File: config.mk
export PLATFORM = sky130hd
export DESIGN_NAME = caret_color_markup_parser
export DESIGN_NICKNAME = d
export VERILOG_FILES = /design/src/rtl/ccmp_pkg.sv /design/src/rtl/caret_color_markup_parser.sv /design/src/rtl/ccmp_ram.sv /design/src/rtl/ccmp_out.sv /design/src/rtl/ccmp_seq.sv
export VERILOG_INCLUDE_DIRS = /design/src /design/src/rtl
export SDC_FILE = /design/constraint.sdc
export NUM_CORES = 1
export LEC_CHECK = 0
export ABC_AREA = 1
export BUFFER_PORTS_ARGS = -buffer_cell sky130_fd_sc_hd__buf_2
export CELL_PAD_IN_SITES_DETAIL_PLACEMENT = 0
export CELL_PAD_IN_SITES_GLOBAL_PLACEMENT = 1
export CORE_MARGIN = 2
export CORE_UTILIZATION = 46
export DETAILED_ROUTE_END_ITERATION = 6
export GPL_TIMING_DRIVEN = 0
export PLACE_DENSITY_LB_ADDON = 0.2
export RECOVER_POWER = 50
export SETUP_SLACK_MARGIN = 0.02
export SLEW_MARGIN = 30
export SYNTH_ARGS = -nofsm -noshare
export SYNTH_HDL_FRONTEND = slang
export SYNTH_SLANG_ARGS = --single-unit
File: constraint.sdc
create_clock -name clk -period 4.6 [get_ports clk]
set_clock_uncertainty 0.15 [all_clocks]
set_input_delay 0.23 -clock clk [delete_from_list [all_inputs] [get_ports clk]]
set_output_delay 0.23 -clock clk [all_outputs]
set_load 0.005 [all_outputs]
File: src/rtl/caret_color_markup_parser_macros.svh
// Assertion macros shared by the caret color markup parser RTL.
// Each macro expects a clock named clk and an active-high reset named rst in scope.
`ifndef CARET_COLOR_MARKUP_PARSER_MACROS_SVH
`define CARET_COLOR_MARKUP_PARSER_MACROS_SVH

// Same-cycle implication, checked outside reset.
`define CCMP_ASSERT_NOW(lbl, ante, cons, msg) \
  lbl: assert property (@(posedge clk) disable iff (rst) (ante) |-> (cons)) else $error(msg);

// Implication on the following cycle, checked outside reset.
`define CCMP_ASSERT_NEXT(lbl, ante, cons, msg) \
  lbl: assert property (@(posedge clk) disable iff (rst) (ante) |=> (cons)) else $error(msg);

`endif

File: src/rtl/ccmp_pkg.sv
// Shared types, constants and helper functions of the caret color markup parser.
// Used by the top level, ccmp_out and ccmp_seq; depends on nothing.
`timescale 1ns / 1ps
`default_nettype none
package ccmp_pkg;

  localparam int BUF_DEPTH = 32;
  localparam int PEND_AW   = $clog2(BUF_DEPTH);
  localparam int PCNT_W    = $clog2(BUF_DEPTH + 1);
  localparam int Q_AW      = $clog2(BUF_DEPTH + 1);
  localparam int Q_DEPTH   = 1 << Q_AW;
  localparam int QCNT_W    = Q_AW + 1;

  // Count of held bytes at which the sixth hex digit arrives.
  localparam logic [PCNT_W-1:0] HEX_LAST = PCNT_W'(7);

  localparam logic [2:0] MODE_PLAIN = 3'd0;
  localparam logic [2:0] MODE_CARET = 3'd1;
  localparam logic [2:0] MODE_HEX   = 3'd2;
  localparam logic [2:0] MODE_TILDE = 3'd3;

  localparam logic [7:0] CH_CARET = 8'h5E;
  localparam logic [7:0] CH_HASH  = 8'h23;
  localparam logic [7:0] CH_TILDE = 8'h7E;
  localparam logic [7:0] CH_R     = 8'h72;
  localparam logic [7:0] CH_STAR  = 8'h2A;
  localparam logic [7:0] CH_UNDER = 8'h5F;

  localparam logic [23:0] WHITE = 24'hFFFFFF;

  typedef struct packed {
    logic        valid;
    logic [7:0]  ch;
    logic [23:0] color;
    logic        seg;
  } emit_t;

  typedef struct packed {
    logic valid;
    logic line_end;
  } flush_t;

  function automatic logic is_digit(input logic [7:0] b);
    is_digit = (b >= 8'h30) && (b <= 8'h39);
  endfunction

  // Returns {valid, value}.
  function automatic logic [4:0] hex_nibble(input logic [7:0] b);
    logic [4:0] r;
    r = 5'd0;
    if (b >= 8'h30 && b <= 8'h39) r = {1'b1, 4'(b - 8'h30)};
    else if (b >= 8'h61 && b <= 8'h66) r = {1'b1, 4'(b - 8'h57)};
    else if (b >= 8'h41 && b <= 8'h46) r = {1'b1, 4'(b - 8'h37)};
    return r;
  endfunction

  // Fixed palette, each channel is the fraction times 255, rounded.
  function automatic logic [23:0] palette(input logic [3:0] d);
    logic [23:0] c;
    unique case (d)
      4'd1:    c = 24'hFF3333;
      4'd2:    c = 24'h33FF33;
      4'd3:    c = 24'hFFFF33;
      4'd4:    c = 24'h4D8CFF;
      4'd5:    c = 24'h33FFFF;
      4'd6:    c = 24'hFF4DFF;
      4'd8:    c = 24'hBF2626;
      4'd9:    c = 24'h8C8C8C;
      default: c = WHITE;
    endcase
    return c;
  endfunction

endpackage
`default_nettype wire

File: src/rtl/caret_color_markup_parser.sv
// Caret color markup parser: strips caret color codes and hidden tilde runs
// from a text line and tags every kept character with its RGB color.
// Channels: s_tvalid/s_tready/s_tdata/s_tlast takes one text byte per transaction,
// s_tlast marking the final byte of the line. m_tvalid/m_tready/m_tdata/m_tuser/
// m_tlast gives zero or more results per input; m_tlast marks the last result of
// that input, m_tuser[1] the final result of the line, m_tuser[0] a real character.
// A line end that releases no character gives one bare marker result.
// Steps: an input is accepted, then each byte is parsed by a queue read and a
// decide step; an empty-queue check and a finishing step end the input. A held
// run that is replayed emits its first byte literally and puts the others back
// in the queue to be parsed again; it is bounded by the 32-entry buffer, and the
// work queue memory has a single read port. A kept character waits in a staging
// register until the next one or the end of its input is decided. s_tready is
// high only between inputs.
// Reset (rst, synchronous) returns to plain text mode, white, with a segment start
// pending; the memories need no clearing. When the receiver stalls, the parser
// waits at its next result; it may accept a new input while the last result waits.
`timescale 1ns / 1ps
`default_nettype none
module caret_color_markup_parser (
  input  wire logic        clk,
  input  wire logic        rst,
  input  wire logic        s_tvalid,
  output logic             s_tready,
  input  wire logic [7:0]  s_tdata,   // char_byte
  input  wire logic        s_tlast,   // last_byte
  output logic             m_tvalid,
  input  wire logic        m_tready,
  output logic [39:0]      m_tdata,   // out_char, red, green, blue, new_segment, zero pad
  output logic [1:0]       m_tuser,   // char_valid, line_done
  output logic             m_tlast    // run_last
);

  ccmp_pkg::emit_t  emit;
  ccmp_pkg::flush_t flush;
  logic             busy;

  ccmp_seq u_seq (
    .clk(clk), .rst(rst),
    .s_tvalid(s_tvalid), .s_tready(s_tready), .s_tdata(s_tdata), .s_tlast(s_tlast),
    .busy(busy), .emit(emit), .flush(flush)
  );

  ccmp_out u_out (
    .clk(clk), .rst(rst), .emit(emit), .flush(flush), .busy(busy),
    .m_tvalid(m_tvalid), .m_tready(m_tready), .m_tdata(m_tdata),
    .m_tuser(m_tuser), .m_tlast(m_tlast)
  );

endmodule
`default_nettype wire

File: src/rtl/ccmp_ram.sv
// Generic single-port-write, single-port-read RAM with a registered read.
// Depends on nothing.
`timescale 1ns / 1ps
`default_nettype none
module ccmp_ram #(
  parameter int WIDTH = 8,
  parameter int DEPTH = 32
) (
  input  wire logic                     clk,
  input  wire logic                     we,
  input  wire logic [$clog2(DEPTH)-1:0] waddr,
  input  wire logic [WIDTH-1:0]         wdata,
  input  wire logic [$clog2(DEPTH)-1:0] raddr,
  output logic      [WIDTH-1:0]         rdata
);

  logic [WIDTH-1:0] mem [DEPTH];

  always_ff @(posedge clk) begin
    if (we) mem[waddr] <= wdata;
    rdata <= mem[raddr];
  end

endmodule
`default_nettype wire

File: src/rtl/ccmp_out.sv
// Result staging: holds the newest kept character until it is known whether it
// is the last result of its input, then moves it into the output register.
// Depends on ccmp_pkg and the assertion macros header.
`timescale 1ns / 1ps
`default_nettype none
module ccmp_out (
  input  wire logic           clk,
  input  wire logic           rst,
  input  wire ccmp_pkg::emit_t  emit,
  input  wire ccmp_pkg::flush_t flush,
  output logic                busy,
  output logic                m_tvalid,
  input  wire logic           m_tready,
  output logic [39:0]         m_tdata,   // out_char, red, green, blue, new_segment, zero pad
  output logic [1:0]          m_tuser,   // char_valid, line_done
  output logic                m_tlast    // run_last
);

  logic        staged_valid;
  logic [7:0]  staged_ch;
  logic [23:0] staged_color;
  logic        staged_seg;
  logic        load_mid;
  logic        load_end;
  logic        load_mark;

  assign busy      = m_tvalid && !m_tready;
  assign load_mid  = emit.valid && staged_valid;
  assign load_end  = !emit.valid && flush.valid && staged_valid;
  assign load_mark = !emit.valid && flush.valid && !staged_valid && flush.line_end;

  always_ff @(posedge clk) begin
    if (rst) begin
      staged_valid <= 1'b0;
      m_tvalid     <= 1'b0;
    end else begin
      if (load_mid || load_end || load_mark) m_tvalid <= 1'b1;
      else if (m_tready) m_tvalid <= 1'b0;
      if (emit.valid) begin
        if (staged_valid) begin
          m_tdata  <= {7'd0, staged_seg, staged_color[7:0], staged_color[15:8],
                       staged_color[23:16], staged_ch};
          m_tuser  <= 2'b01;
          m_tlast  <= 1'b0;
        end
        staged_valid <= 1'b1;
        staged_ch    <= emit.ch;
        staged_color <= emit.color;
        staged_seg   <= emit.seg;
      end else if (flush.valid) begin
        staged_valid <= 1'b0;
        if (staged_valid) begin
          m_tdata  <= {7'd0, staged_seg, staged_color[7:0], staged_color[15:8],
                       staged_color[23:16], staged_ch};
          m_tuser  <= {flush.line_end, 1'b1};
          m_tlast  <= 1'b1;
        end else if (flush.line_end) begin
          // Line end that released nothing: bare marker.
          m_tdata  <= 40'd0;
          m_tuser  <= 2'b10;
          m_tlast  <= 1'b1;
        end
      end
    end
  end

`include "caret_color_markup_parser_macros.svh"
  `CCMP_ASSERT_NOW(a_no_emit_flush, emit.valid, !flush.valid, "emit and flush together")
  `CCMP_ASSERT_NOW(a_no_write_stall, emit.valid || flush.valid, !busy, "write while stalled")
  `CCMP_ASSERT_NEXT(a_flush_empties, flush.valid, !staged_valid, "staged result not flushed")

endmodule
`default_nettype wire

File: src/rtl/ccmp_seq.sv
// Parsing sequencer: work queue and pending buffer memories, mode, color and
// replay control. Depends on ccmp_pkg, ccmp_ram and the assertion macros header.
`timescale 1ns / 1ps
`default_nettype none
module ccmp_seq (
  input  wire logic            clk,
  input  wire logic            rst,
  input  wire logic            s_tvalid,
  output logic                 s_tready,
  input  wire logic [7:0]      s_tdata,   // char_byte
  input  wire logic            s_tlast,   // last_byte
  input  wire logic            busy,
  output ccmp_pkg::emit_t      emit,
  output ccmp_pkg::flush_t     flush
);

  localparam logic [2:0] ST_IDLE     = 3'd0;
  localparam logic [2:0] ST_FETCH    = 3'd1;
  localparam logic [2:0] ST_DECIDE   = 3'd2;
  localparam logic [2:0] ST_REL_EMIT = 3'd3;
  localparam logic [2:0] ST_REL_PUSH = 3'd4;
  localparam logic [2:0] ST_FINISH   = 3'd5;

  logic [2:0] state, state_next;
  logic [2:0] mode, mode_next;
  logic [ccmp_pkg::PCNT_W-1:0] pcount, pcount_next;
  logic [ccmp_pkg::PCNT_W-1:0] idx, idx_next;
  logic [ccmp_pkg::Q_AW-1:0]   head, head_next;
  logic [ccmp_pkg::QCNT_W-1:0] qcount, qcount_next;
  logic [23:0] color, color_next;
  logic [23:0] hexacc, hexacc_next;
  logic        brk, brk_next;
  logic        line_end, line_end_next;

  logic                        q_we;
  logic [ccmp_pkg::Q_AW-1:0]   q_waddr;
  logic [7:0]                  q_wdata, q_rdata;
  logic                        p_we;
  logic [ccmp_pkg::PEND_AW-1:0] p_raddr;
  logic [7:0]                  p_rdata;
  logic [4:0]                  hv;
  logic [23:0]                 hex_new;

  ccmp_ram #(.WIDTH(8), .DEPTH(ccmp_pkg::Q_DEPTH)) u_queue (
    .clk(clk), .we(q_we), .waddr(q_waddr), .wdata(q_wdata),
    .raddr(head), .rdata(q_rdata)
  );

  ccmp_ram #(.WIDTH(8), .DEPTH(ccmp_pkg::BUF_DEPTH)) u_pend (
    .clk(clk), .we(p_we), .waddr(pcount[ccmp_pkg::PEND_AW-1:0]), .wdata(q_rdata),
    .raddr(p_raddr), .rdata(p_rdata)
  );

  assign s_tready = (state == ST_IDLE);
  assign hv       = ccmp_pkg::hex_nibble(q_rdata);
  assign hex_new  = {hexacc[19:0], hv[3:0]};

  always_comb begin
    state_next    = state;
    mode_next     = mode;
    pcount_next   = pcount;
    idx_next      = idx;
    head_next     = head;
    qcount_next   = qcount;
    color_next    = color;
    hexacc_next   = hexacc;
    brk_next      = brk;
    line_end_next = line_end;
    q_we          = 1'b0;
    q_waddr       = head;
    q_wdata       = s_tdata;
    p_we          = 1'b0;
    p_raddr       = '0;
    emit          = '0;
    flush         = '0;

    unique case (state)
      ST_IDLE: begin
        if (s_tvalid) begin
          q_we          = 1'b1;
          qcount_next   = ccmp_pkg::QCNT_W'(1);
          line_end_next = s_tlast;
          state_next    = ST_FETCH;
        end
      end
      ST_FETCH: begin
        if (qcount != '0) begin
          state_next = ST_DECIDE;
        end else if (line_end && mode != ccmp_pkg::MODE_PLAIN) begin
          // Unresolved held bytes at line end are replayed.
          if (pcount == '0) begin
            mode_next = ccmp_pkg::MODE_PLAIN;
          end else begin
            idx_next   = pcount - 1'b1;
            state_next = ST_REL_EMIT;
          end
        end else begin
          state_next = ST_FINISH;
        end
      end
      ST_DECIDE: begin
        logic pop, rel;
        pop = 1'b1;
        rel = 1'b0;
        priority case (mode)
          ccmp_pkg::MODE_CARET: begin
            if (q_rdata == ccmp_pkg::CH_HASH) begin
              p_we        = 1'b1;
              pcount_next = pcount + 1'b1;
              mode_next   = ccmp_pkg::MODE_HEX;
              hexacc_next = '0;
            end else if (ccmp_pkg::is_digit(q_rdata)) begin
              color_next  = ccmp_pkg::palette(q_rdata[3:0]);
              brk_next    = 1'b1;
              mode_next   = ccmp_pkg::MODE_PLAIN;
              pcount_next = '0;
            end else if (q_rdata == ccmp_pkg::CH_R || q_rdata == ccmp_pkg::CH_TILDE) begin
              color_next  = ccmp_pkg::WHITE;
              brk_next    = 1'b1;
              mode_next   = ccmp_pkg::MODE_PLAIN;
              pcount_next = '0;
            end else if (q_rdata == ccmp_pkg::CH_STAR || q_rdata == ccmp_pkg::CH_UNDER) begin
              mode_next   = ccmp_pkg::MODE_PLAIN;
              pcount_next = '0;
            end else begin
              rel = 1'b1;
            end
          end
          ccmp_pkg::MODE_HEX: begin
            if (hv[4]) begin
              p_we        = 1'b1;
              pcount_next = pcount + 1'b1;
              hexacc_next = hex_new;
              if (pcount == ccmp_pkg::HEX_LAST) begin
                color_next  = hex_new;
                brk_next    = 1'b1;
                mode_next   = ccmp_pkg::MODE_PLAIN;
                pcount_next = '0;
              end
            end else begin
              rel = 1'b1;
            end
          end
          ccmp_pkg::MODE_TILDE: begin
            if (q_rdata == ccmp_pkg::CH_TILDE) begin
              mode_next   = ccmp_pkg::MODE_PLAIN;
              pcount_next = '0;
            end else if (pcount < ccmp_pkg::PCNT_W'(ccmp_pkg::BUF_DEPTH)) begin
              p_we        = 1'b1;
              pcount_next = pcount + 1'b1;
            end else begin
              rel = 1'b1;
            end
          end
          default: begin
            if (q_rdata == ccmp_pkg::CH_CARET || q_rdata == ccmp_pkg::CH_TILDE) begin
              // Held byte goes to entry zero; the count is set to one here.
              p_we        = 1'b1;
              pcount_next = ccmp_pkg::PCNT_W'(1);
              mode_next   = (q_rdata == ccmp_pkg::CH_CARET) ? ccmp_pkg::MODE_CARET
                                                            : ccmp_pkg::MODE_TILDE;
            end else if (busy) begin
              pop = 1'b0;
              p_we = 1'b0;
            end else begin
              emit.valid  = 1'b1;
              emit.ch     = q_rdata;
              emit.color  = color;
              emit.seg    = brk;
              brk_next    = 1'b0;
              mode_next   = ccmp_pkg::MODE_PLAIN;
              pcount_next = '0;
            end
          end
        endcase
        if (rel) begin
          // The byte stays at the queue head and is parsed again after the replay.
          pop = 1'b0;
          if (pcount == '0) begin
            mode_next  = ccmp_pkg::MODE_PLAIN;
            state_next = ST_FETCH;
          end else begin
            idx_next   = pcount - 1'b1;
            state_next = ST_REL_EMIT;
          end
        end else if (pop) begin
          head_next   = head + 1'b1;
          qcount_next = qcount - 1'b1;
          state_next  = ST_FETCH;
        end
        if (mode != ccmp_pkg::MODE_PLAIN && mode != ccmp_pkg::MODE_CARET &&
            mode != ccmp_pkg::MODE_HEX && mode != ccmp_pkg::MODE_TILDE &&
            q_rdata == ccmp_pkg::CH_CARET) begin
          p_we = 1'b1;
        end
      end
      ST_REL_EMIT: begin
        // The first held byte is kept literally.
        if (busy) begin
          p_raddr = '0;
        end else begin
          p_raddr     = idx[ccmp_pkg::PEND_AW-1:0];
          emit.valid  = 1'b1;
          emit.ch     = p_rdata;
          emit.color  = color;
          emit.seg    = brk;
          brk_next    = 1'b0;
          mode_next   = ccmp_pkg::MODE_PLAIN;
          pcount_next = '0;
          state_next  = (idx == '0) ? ST_FETCH : ST_REL_PUSH;
        end
      end
      ST_REL_PUSH: begin
        // Held bytes go back in front of the queue, last one first.
        q_we        = 1'b1;
        q_waddr     = head - 1'b1;
        q_wdata     = p_rdata;
        head_next   = head - 1'b1;
        qcount_next = qcount + 1'b1;
        idx_next    = idx - 1'b1;
        p_raddr     = idx_next[ccmp_pkg::PEND_AW-1:0];
        if (idx_next == '0) state_next = ST_FETCH;
      end
      ST_FINISH: begin
        if (!busy) begin
          flush.valid    = 1'b1;
          flush.line_end = line_end;
          if (line_end) begin
            color_next = ccmp_pkg::WHITE;
            brk_next   = 1'b1;
          end
          state_next = ST_IDLE;
        end
      end
      default: state_next = ST_IDLE;
    endcase
  end

  always_ff @(posedge clk) begin
    if (rst) begin
      state    <= ST_IDLE;
      mode     <= ccmp_pkg::MODE_PLAIN;
      pcount   <= '0;
      idx      <= '0;
      head     <= '0;
      qcount   <= '0;
      color    <= ccmp_pkg::WHITE;
      hexacc   <= '0;
      brk      <= 1'b1;
      line_end <= 1'b0;
    end else begin
      state    <= state_next;
      mode     <= mode_next;
      pcount   <= pcount_next;
      idx      <= idx_next;
      head     <= head_next;
      qcount   <= qcount_next;
      color    <= color_next;
      hexacc   <= hexacc_next;
      brk      <= brk_next;
      line_end <= line_end_next;
    end
  end

`include "caret_color_markup_parser_macros.svh"
  `CCMP_ASSERT_NOW(a_idle_queue_empty, state == ST_IDLE, qcount == '0, "queue not empty when idle")
  `CCMP_ASSERT_NOW(a_pend_bound, 1'b1, pcount <= ccmp_pkg::PCNT_W'(ccmp_pkg::BUF_DEPTH), "pending overflow")
  `CCMP_ASSERT_NOW(a_queue_room, state == ST_REL_PUSH, qcount < ccmp_pkg::QCNT_W'(ccmp_pkg::Q_DEPTH), "queue overflow")

endmodule
`default_nettype wire
==> metrics.txt, run 1 <==
gr ovfl total 0; crit end category register; top_reg_cell synth edfxtp_1; Reg-to-Reg End u_seq.u_queue.mem[1][3]; Yosys Warn Count 0; reg2reg start u_seq.head[0]; R2R depth 12; # DRC 0; Crit Path Category register to register; IO Port Bufs 50; maxcap violations 0; Via Count approximately 29000; hold depth 6; Final Net Count just under 4000; wire per inst roughly 24 µm; Reg2Reg Setup Slack -0.16 ns; Detail Route Antenna Nets 0; crit path time final between 4 and 5 ns; CP arrival between 4 and 5 ns; RSZ-0062 raised after global routing yes; top cell type's share of synthesized area approximately 63%; most common cell after layout, fill and taps aside edfxtp_1; antenna violations before repair 2; Top Ports slightly below 60; CTS sink cnt roughly 930; most frequent cells in the layout edfxtp_1 (837), nand2_1 (783), nor2_1 (501); ant diodes 0; DP Wirelength 85560 µm; final setup margin -0.1610 ns; P_leak around 16 nW; failing checks setup timing; Total GRT Usage about 28%; Clock Tree Buf Depth 3; final WL roughly 120000 µm; Netlist cell types 50; Crit Path Max Fanout 12; sequential share of the synthesized area around two thirds; drt initial violations 3588; Synth Register Bits between 900 and 1000; vias in the first global route between 20000 and 30000; worst vdd ir 0.3821 mV; EDFF count, synth approximately 840; core area roughly 85000 µm²; Hold Path Sink u_seq.qcount[0]; final RePlAce weighted congestion 0.9419; DR vias/cell approximately 5.6; critical path startpoint category register; # fillers between 7000 and 8000; Initial Util between 40% and 50%; Async S/R FF share, synth 0%; area leader, netlist edfxtp_1; total iterations of the first detailed-routing run 5; Achievable Freq roughly 210 MHz; Pwr per Cell Area around 580 nW/µm²; CP required roughly 4.8 ns; clock root cell clkbuf_16; final hold violations 0; Layout Area Growth over Synthesis 13.42%; die extent in x ~300 µm; Max-Slew Margin vs Limit around 1.8%; Pins Over Slew Limit 0; final worst-path cycle share 103.5%; Worst Hold Slack 0.06495 ns; CTS HTree Levels 3; largest net degree at the start of global routing 59; FP Rows around 110; mapped cell area slightly below 40000 µm²; total die area between 80000 and 90000 µm²; clk_lat worst skew roughly 0.68 ns; Slew @ Worst Pin 1.473 ns; Mapped Cells about 3700; Setup violations, final between 70 and 80; share of layout cells above drive strength 1 under 10%; clock slew at reported path FFs approximately 0.060 ns; CTS tree done; Hold WC Path Type primary input to register; min-delay src s_tvalid; top post-synthesis cells by area edfxtp_1 (63%), nand2_1 (7.4%), nor2_1 (5.2%); post-route setup TNS -8.274 ns; global-route wire length before repair roughly 180000 µm; CTS Buf Count between 90 and 100; Mean Syn Cell Area 10.70 µm²; Die H 297.5 µm; outcome finished, violations left
[kinds of logic (layout without fill, tap and decap cells)]
kind of cell	count (synthesis)	count (layout)	synth area share, %
and+or+nand+nor	1760	1760	18.51
DFF	932	932	68.22
AOI/OAI and AO/OA	579	579	7.865
buffers and inverters	396	648	4.363
adders and majority gates	23	23	0.7451
xor gates and xnor gates	13	13	0.2873
other	1	7	0.009463
[Yosys cell counts (all sizes together), types with 2 or more instances]
| master | number |
|---|---|
| inv | 181 |
| nand2 | 789 |
| a211oi | 8 |
| clkbuf | 99 |
| o22ai | 91 |
| o31ai | 3 |
| o21a | 2 |
| nor3 | 8 |
| xor2 | 11 |
| a21oi | 92 |
| ha | 22 |
| nor2 | 560 |
| o21ai | 364 |
| dfxtp | 95 |
| or2 | 3 |
| o211ai | 8 |
| clkinv | 4 |
| buf | 112 |
| a31oi | 6 |
| nand3 | 341 |
| edfxtp | 837 |
| nand4 | 29 |
| nand3b | 28 |
| xnor2 | 2 |
[flip-flops by register name, summed over array words and instances, names as in the netlist, 7 cells and up]
register	flops
u_seq.qcount	7
u_out.staged_ch	8
u_out.staged_color	24
u_seq.u_queue.mem	512
u_seq.u_pend.rdata	8
u_seq.hexacc	20
u_seq.color	24
u_seq.u_queue.rdata	8
u_seq.u_pend.mem	256
u_out.m_tdata	33
[cell type report]
type	instances	area (µm²)	share of cell area, %
Inverter	185	696.9	1.551
Clock buffer	131	2720	6.052
Sequential cell	932	27050	60.19
Buffer	211	1017	2.263
Clock inverter	45	500.5	1.114
Multi-Input combinational cell	2382	11060	24.62
Timing Repair Buffer	76	464.2	1.033
Tap cell	1144	1431	3.185
[stage by stage]
stage / instance area, µm² / util [%] / setup WS (ns) / power, mW / instances
global placement: 41340 / 48.47 / -1.489 / 17.84 / 4904
global route: 44950 / 52.70 / -0.2465 / 26.87 / 5106
detailed placement: 41820 / 49.04 / 0.01893 / 18.01 / 4920
CTS: 45120 / 52.91 / -0.02285 / 25.91 / 5103
floorplan: 39660 / - / 0.6303 / 14.66 / 3710
finish: 44950 / 52.70 / -0.1610 / 25.93 / 5106
[routing by layer]
layer | track usage (%) | wire, µm | vias to the layer above
met4 | 8.141 | 3529 | 2
met5 | 0 | 15 | -
li1 | - | - | 13237
met3 | 5.485 | 13170 | 220
met1 | 41.63 | 54060 | 13817
met2 | 40.93 | 54030 | 1474
[worst max-delay path, stage by stage (launching register included)]
cell and delay, ns:
dfxtp_1 0.31, buf_2 0.22, inv_1 0.22, buf_2 0.36
buf_2 0.31, buf_2 0.33, ha_1 0.26, nand2_1 0.08
o21ai_1 0.14, a21oi_1 0.08, a21oi_1 0.44, nand3_1 0.63
nor2_2 0.85
[how the worst max path moves through the flow]
stage	start	endpoint
after floorplan	u_seq.u_queue.rdata[0]	u_out.m_tdata[0]
after global placement	u_seq.u_queue.rdata[0]	u_out.staged_color[17]
after detailed placement	u_seq.head[0]	u_seq.u_queue.mem[8][6]
after CTS	u_seq.head[0]	u_seq.u_queue.mem[8][5]
after global routing	u_seq.head[0]	u_seq.u_queue.mem[39][4]
final	u_seq.head[0]	u_seq.u_queue.mem[1][3]
[repair_timing]
action | 4_1_cts | 5_1_grt
buffers inserted | 0 | 2
resized for setup | 4 | 25
hold buffers | 7 | 0
endpoints found under the hold margin | 31 | 0
pin swaps | 0 | 3
endpoints found under the setup margin | 35 | 225
[where the power goes]
group | switching, mW | internal [mW] | total, mW
combinational | 5.44 | 1.74 | 7.18
clock | 3.32 | 4.65 | 7.97
sequential | 0.596 | 10.2 | 10.8
Note: power is estimated with default switching activity, not from simulation.
==> run 2: changes to the inputs <==
--- a/config.mk
+++ b/config.mk
@@ -6,18 +6,17 @@
 export SDC_FILE = /design/constraint.sdc
 export NUM_CORES = 1
 export LEC_CHECK = 0
-export ABC_AREA = 1
 export BUFFER_PORTS_ARGS = -buffer_cell sky130_fd_sc_hd__buf_2
 export CELL_PAD_IN_SITES_DETAIL_PLACEMENT = 0
 export CELL_PAD_IN_SITES_GLOBAL_PLACEMENT = 1
 export CORE_MARGIN = 2
-export CORE_UTILIZATION = 46
+export CORE_UTILIZATION = 49
 export DETAILED_ROUTE_END_ITERATION = 6
 export GPL_TIMING_DRIVEN = 0
 export PLACE_DENSITY_LB_ADDON = 0.2
 export RECOVER_POWER = 50
 export SETUP_SLACK_MARGIN = 0.02
-export SLEW_MARGIN = 30
+export SLEW_MARGIN = 40
 export SYNTH_ARGS = -nofsm -noshare
 export SYNTH_HDL_FRONTEND = slang
 export SYNTH_SLANG_ARGS = --single-unit
==> run 2 against run 1 <==
Compared with the run above:
- the run now ends clean
- register-to-register slack gained 0.18 ns
- sequential share of layout area is 2.4 points higher
- final cell count fell by 31%
- combinational power fell by 14%
- global-route usage is 5.0 points lower
- via count fell by 28%
- critical path depth decreased by 2
- synthesized cell count down 40%
- area after synthesis fell by 4.1%
- wire length shrank 28%
- power shrank 5.8%
- setup slack improved by 0.18 ns
==> metrics.txt, run 2 <==
DR vias/cell 5.867 (+4.2%); global-route wire length before repair 132700 µm (-27%); Post-Place Setup Slack -0.5648 ns (-0.5837 ns); worst vdd ir 0.3501 mV (-8.4%); top post-synthesis cells by count edfxtp_1 (837), mux4_2 (200), nor2_1 (197), nand2_1 (136), a21oi_1 (107); Post-Layout Cell Count 3520 (-31%); antenna violations before repair 0 (-2); crit path time final 4.580 ns (-0.1807 ns); Power Total 24.44 mW (-5.8%); Final Cell Area 43220 µm² (-3.8%); Crit Path Category register to register; final worst-path cycle share 99.57% (-3.9 points); Hold WC Path Type primary input to register; most frequent cells in the layout edfxtp_1 (837), mux4_2 (200), nand2_1 (133); core area 77080 µm² (-9.6%); final WL 89860 µm (-28%); Die H 282.4 µm (-5.1%); Max-Slew Margin vs Limit 10.43% (+8.7 points); RSZ-0062 raised after global routing yes; most numerous cell in the Yosys netlist edfxtp_1; drt initial violations 1898 (-47%); clock root cell clkbuf_16; IO Port Bufs 50 (unchanged); vias in the first global route 20699 (-23%); Final Net Count 2443 (-38%); Pwr per Cell Area 565.3 nW/µm² (-2.0%); CTS tree done; max FFs per register 512 (unchanged); Inst Count DP 3342 (-32%); CTS HTree Levels 3 (unchanged); Layout Area Growth over Synthesis 13.79%; CTS Buf Count 95 (-3.1%); EDFF count, synth 837 (unchanged); GRT met2 Usage 37.98% (-2.9 points); FP Rows 102 (-4.7%); share of layout cells above drive strength 1 22.90% (+13 points); ant diodes 0 (unchanged); sequential share of the synthesized area 71.17% (+3.0 points); Async S/R FF share, synth 0% (unchanged); Top Ports 58 (unchanged); final setup margin 0.01965 ns (+0.1807 ns); Achievable Freq 218.3 MHz (+3.9%); top_reg_cell synth edfxtp_1; hold depth 4 (-2); top cell type's share of synthesized area 66.17% (+2.7 points); Synth Register Bits 932 (unchanged); crit end category register; clk_lat worst skew 0.65 ns (-0.03 ns); Clock Tree Buf Depth 3 (unchanged); Crit Path Max Fanout 15 (+3); Netlist cell types 86 (+72%); Setup violations, final 0 (-100%); most crowded layer after global routing met2; mapped cell area 37990 µm² (-4.1%); final hold violations 0 (unchanged); CP arrival 4.70 ns (-0.21 ns); R2R depth 10 (-2); largest net degree at the start of global routing 57 (-3.4%); Mean Syn Cell Area 17.03 µm² (+59%); top flop regs u_seq.u_queue.mem: 512 flops, u_seq.u_pend.mem: 256 flops, u_out.m_tdata: 33 flops; Worst Hold Slack 0.1317 ns (+0.06671 ns); P_leak 13.69 nW (-16%); Mapped Cells 2230 (-40%); placed inst area 39980 µm² (-4.4%); post-route setup TNS 0 ns (+8.274 ns); Top reg by flops u_seq.u_queue.mem; maxcap violations 0 (unchanged); top post-synthesis cells by area edfxtp_1 (66%), mux4_2 (12%), dfxtp_1 (5.0%); final RePlAce weighted congestion 0.8868 (-5.8%); Slew @ Worst Pin 1.340 ns (-0.1332 ns); Detail Route Antenna Nets 0 (unchanged); clock slew at reported path FFs 0.06 ns (about the same); GR Util met1 30.61% (-11 points); most common cell after layout, fill and taps aside edfxtp_1; total iterations of the first detailed-routing run 7 (+2); # DRC 0 (unchanged); met3 Track Usage GR 3.981% (-1.5 points); CTS sink cnt 932 (unchanged); outcome finished clean; gr ovfl total 0 (unchanged); CP required 4.72 ns (-0.03 ns); Initial Util 49.28% (+2.8 points); total die area 79760 µm² (-9.9%); Total GRT Usage 22.80% (-5.0 points); DP Wirelength 60690 µm (-29%); die extent in x 282.4 µm (-5.1%); Via Count 20652 (-28%); Pins Over Slew Limit 0 (unchanged); area leader, netlist edfxtp_1; critical path startpoint category register; Util after Layout 56.07% (+3.4 points); wire per inst 25.53 µm (+4.4%); Yosys Warn Count 0 (unchanged)
-- run 2: worst paths after layout --
path / slack [ns] / end / start
max: 0.02 / u_seq.u_queue.mem[20][2] / u_seq.state[0]
min: 0.13 / u_out.m_tvalid / m_tready
max reg2reg: 0.02 / u_seq.u_queue.mem[20][2] / u_seq.state[0]
min reg2reg: 0.32 / u_seq.hexacc[16] / u_seq.hexacc[16]
-- run 2: routing by layer --
layer / wire [µm] / up-vias
met3: 5773 / 150
li1: - / 9186
met1: 37300 / 10616
met2: 44320 / 700
met4: 2460 / 0
met5: 0 / -
-- run 2: final cells by class --
type                       instances  area [µm²]
inverter                          21       78.83
fill                            6038       33860
clock buffer                     112        2487
tap                             1040        1301
buffer                           134       686.9
clock inverter                    58       520.5
timing repair buffer              74       430.4
multi-input combinational       1149       10670
sequential                       932       27050
-- run 2: worst max-delay path, cell delays in order, from the launching register on --
cell and delay, ns:
dfxtp_1 0.32, buf_6 0.14, or3b_4 0.40, buf_6 0.16, clkbuf_1 0.29, clkdlybuf4s15_2 0.47, ha_1 0.49, nor4_2 0.61
nand2b_1 0.11, clkbuf_2 0.36, nor2_1 0.71
-- run 2: what timing repair did --
action | 4_1_cts | 5_1_grt
resized for setup | 73 | 54
hold buffers | 6 | 0
endpoints found under the hold margin | 23 | 0
endpoints found under the setup margin | 512 | 452
buffers inserted | 2 | 0
-- run 2: cell families (layout without fill, tap and decap cells) --
family	after synthesis	in the layout	share of synthesized area (%)
compound gates	302	302	5.442
xor+xnor	19	19	0.4381
fa+ha+maj	23	23	0.7774
buf+inv	155	399	1.963
flops	932	932	71.17
mux	263	263	13.52
other cells	1	7	0.009872
simple gates	535	535	6.674
-- run 2: power breakdown --
part / internal, mW / total (mW) / switching (mW)
clock network: 4.26 / 7.42 / 3.17
registers: 10.3 / 10.8 / 0.509
logic: 2.40 / 6.20 / 3.79
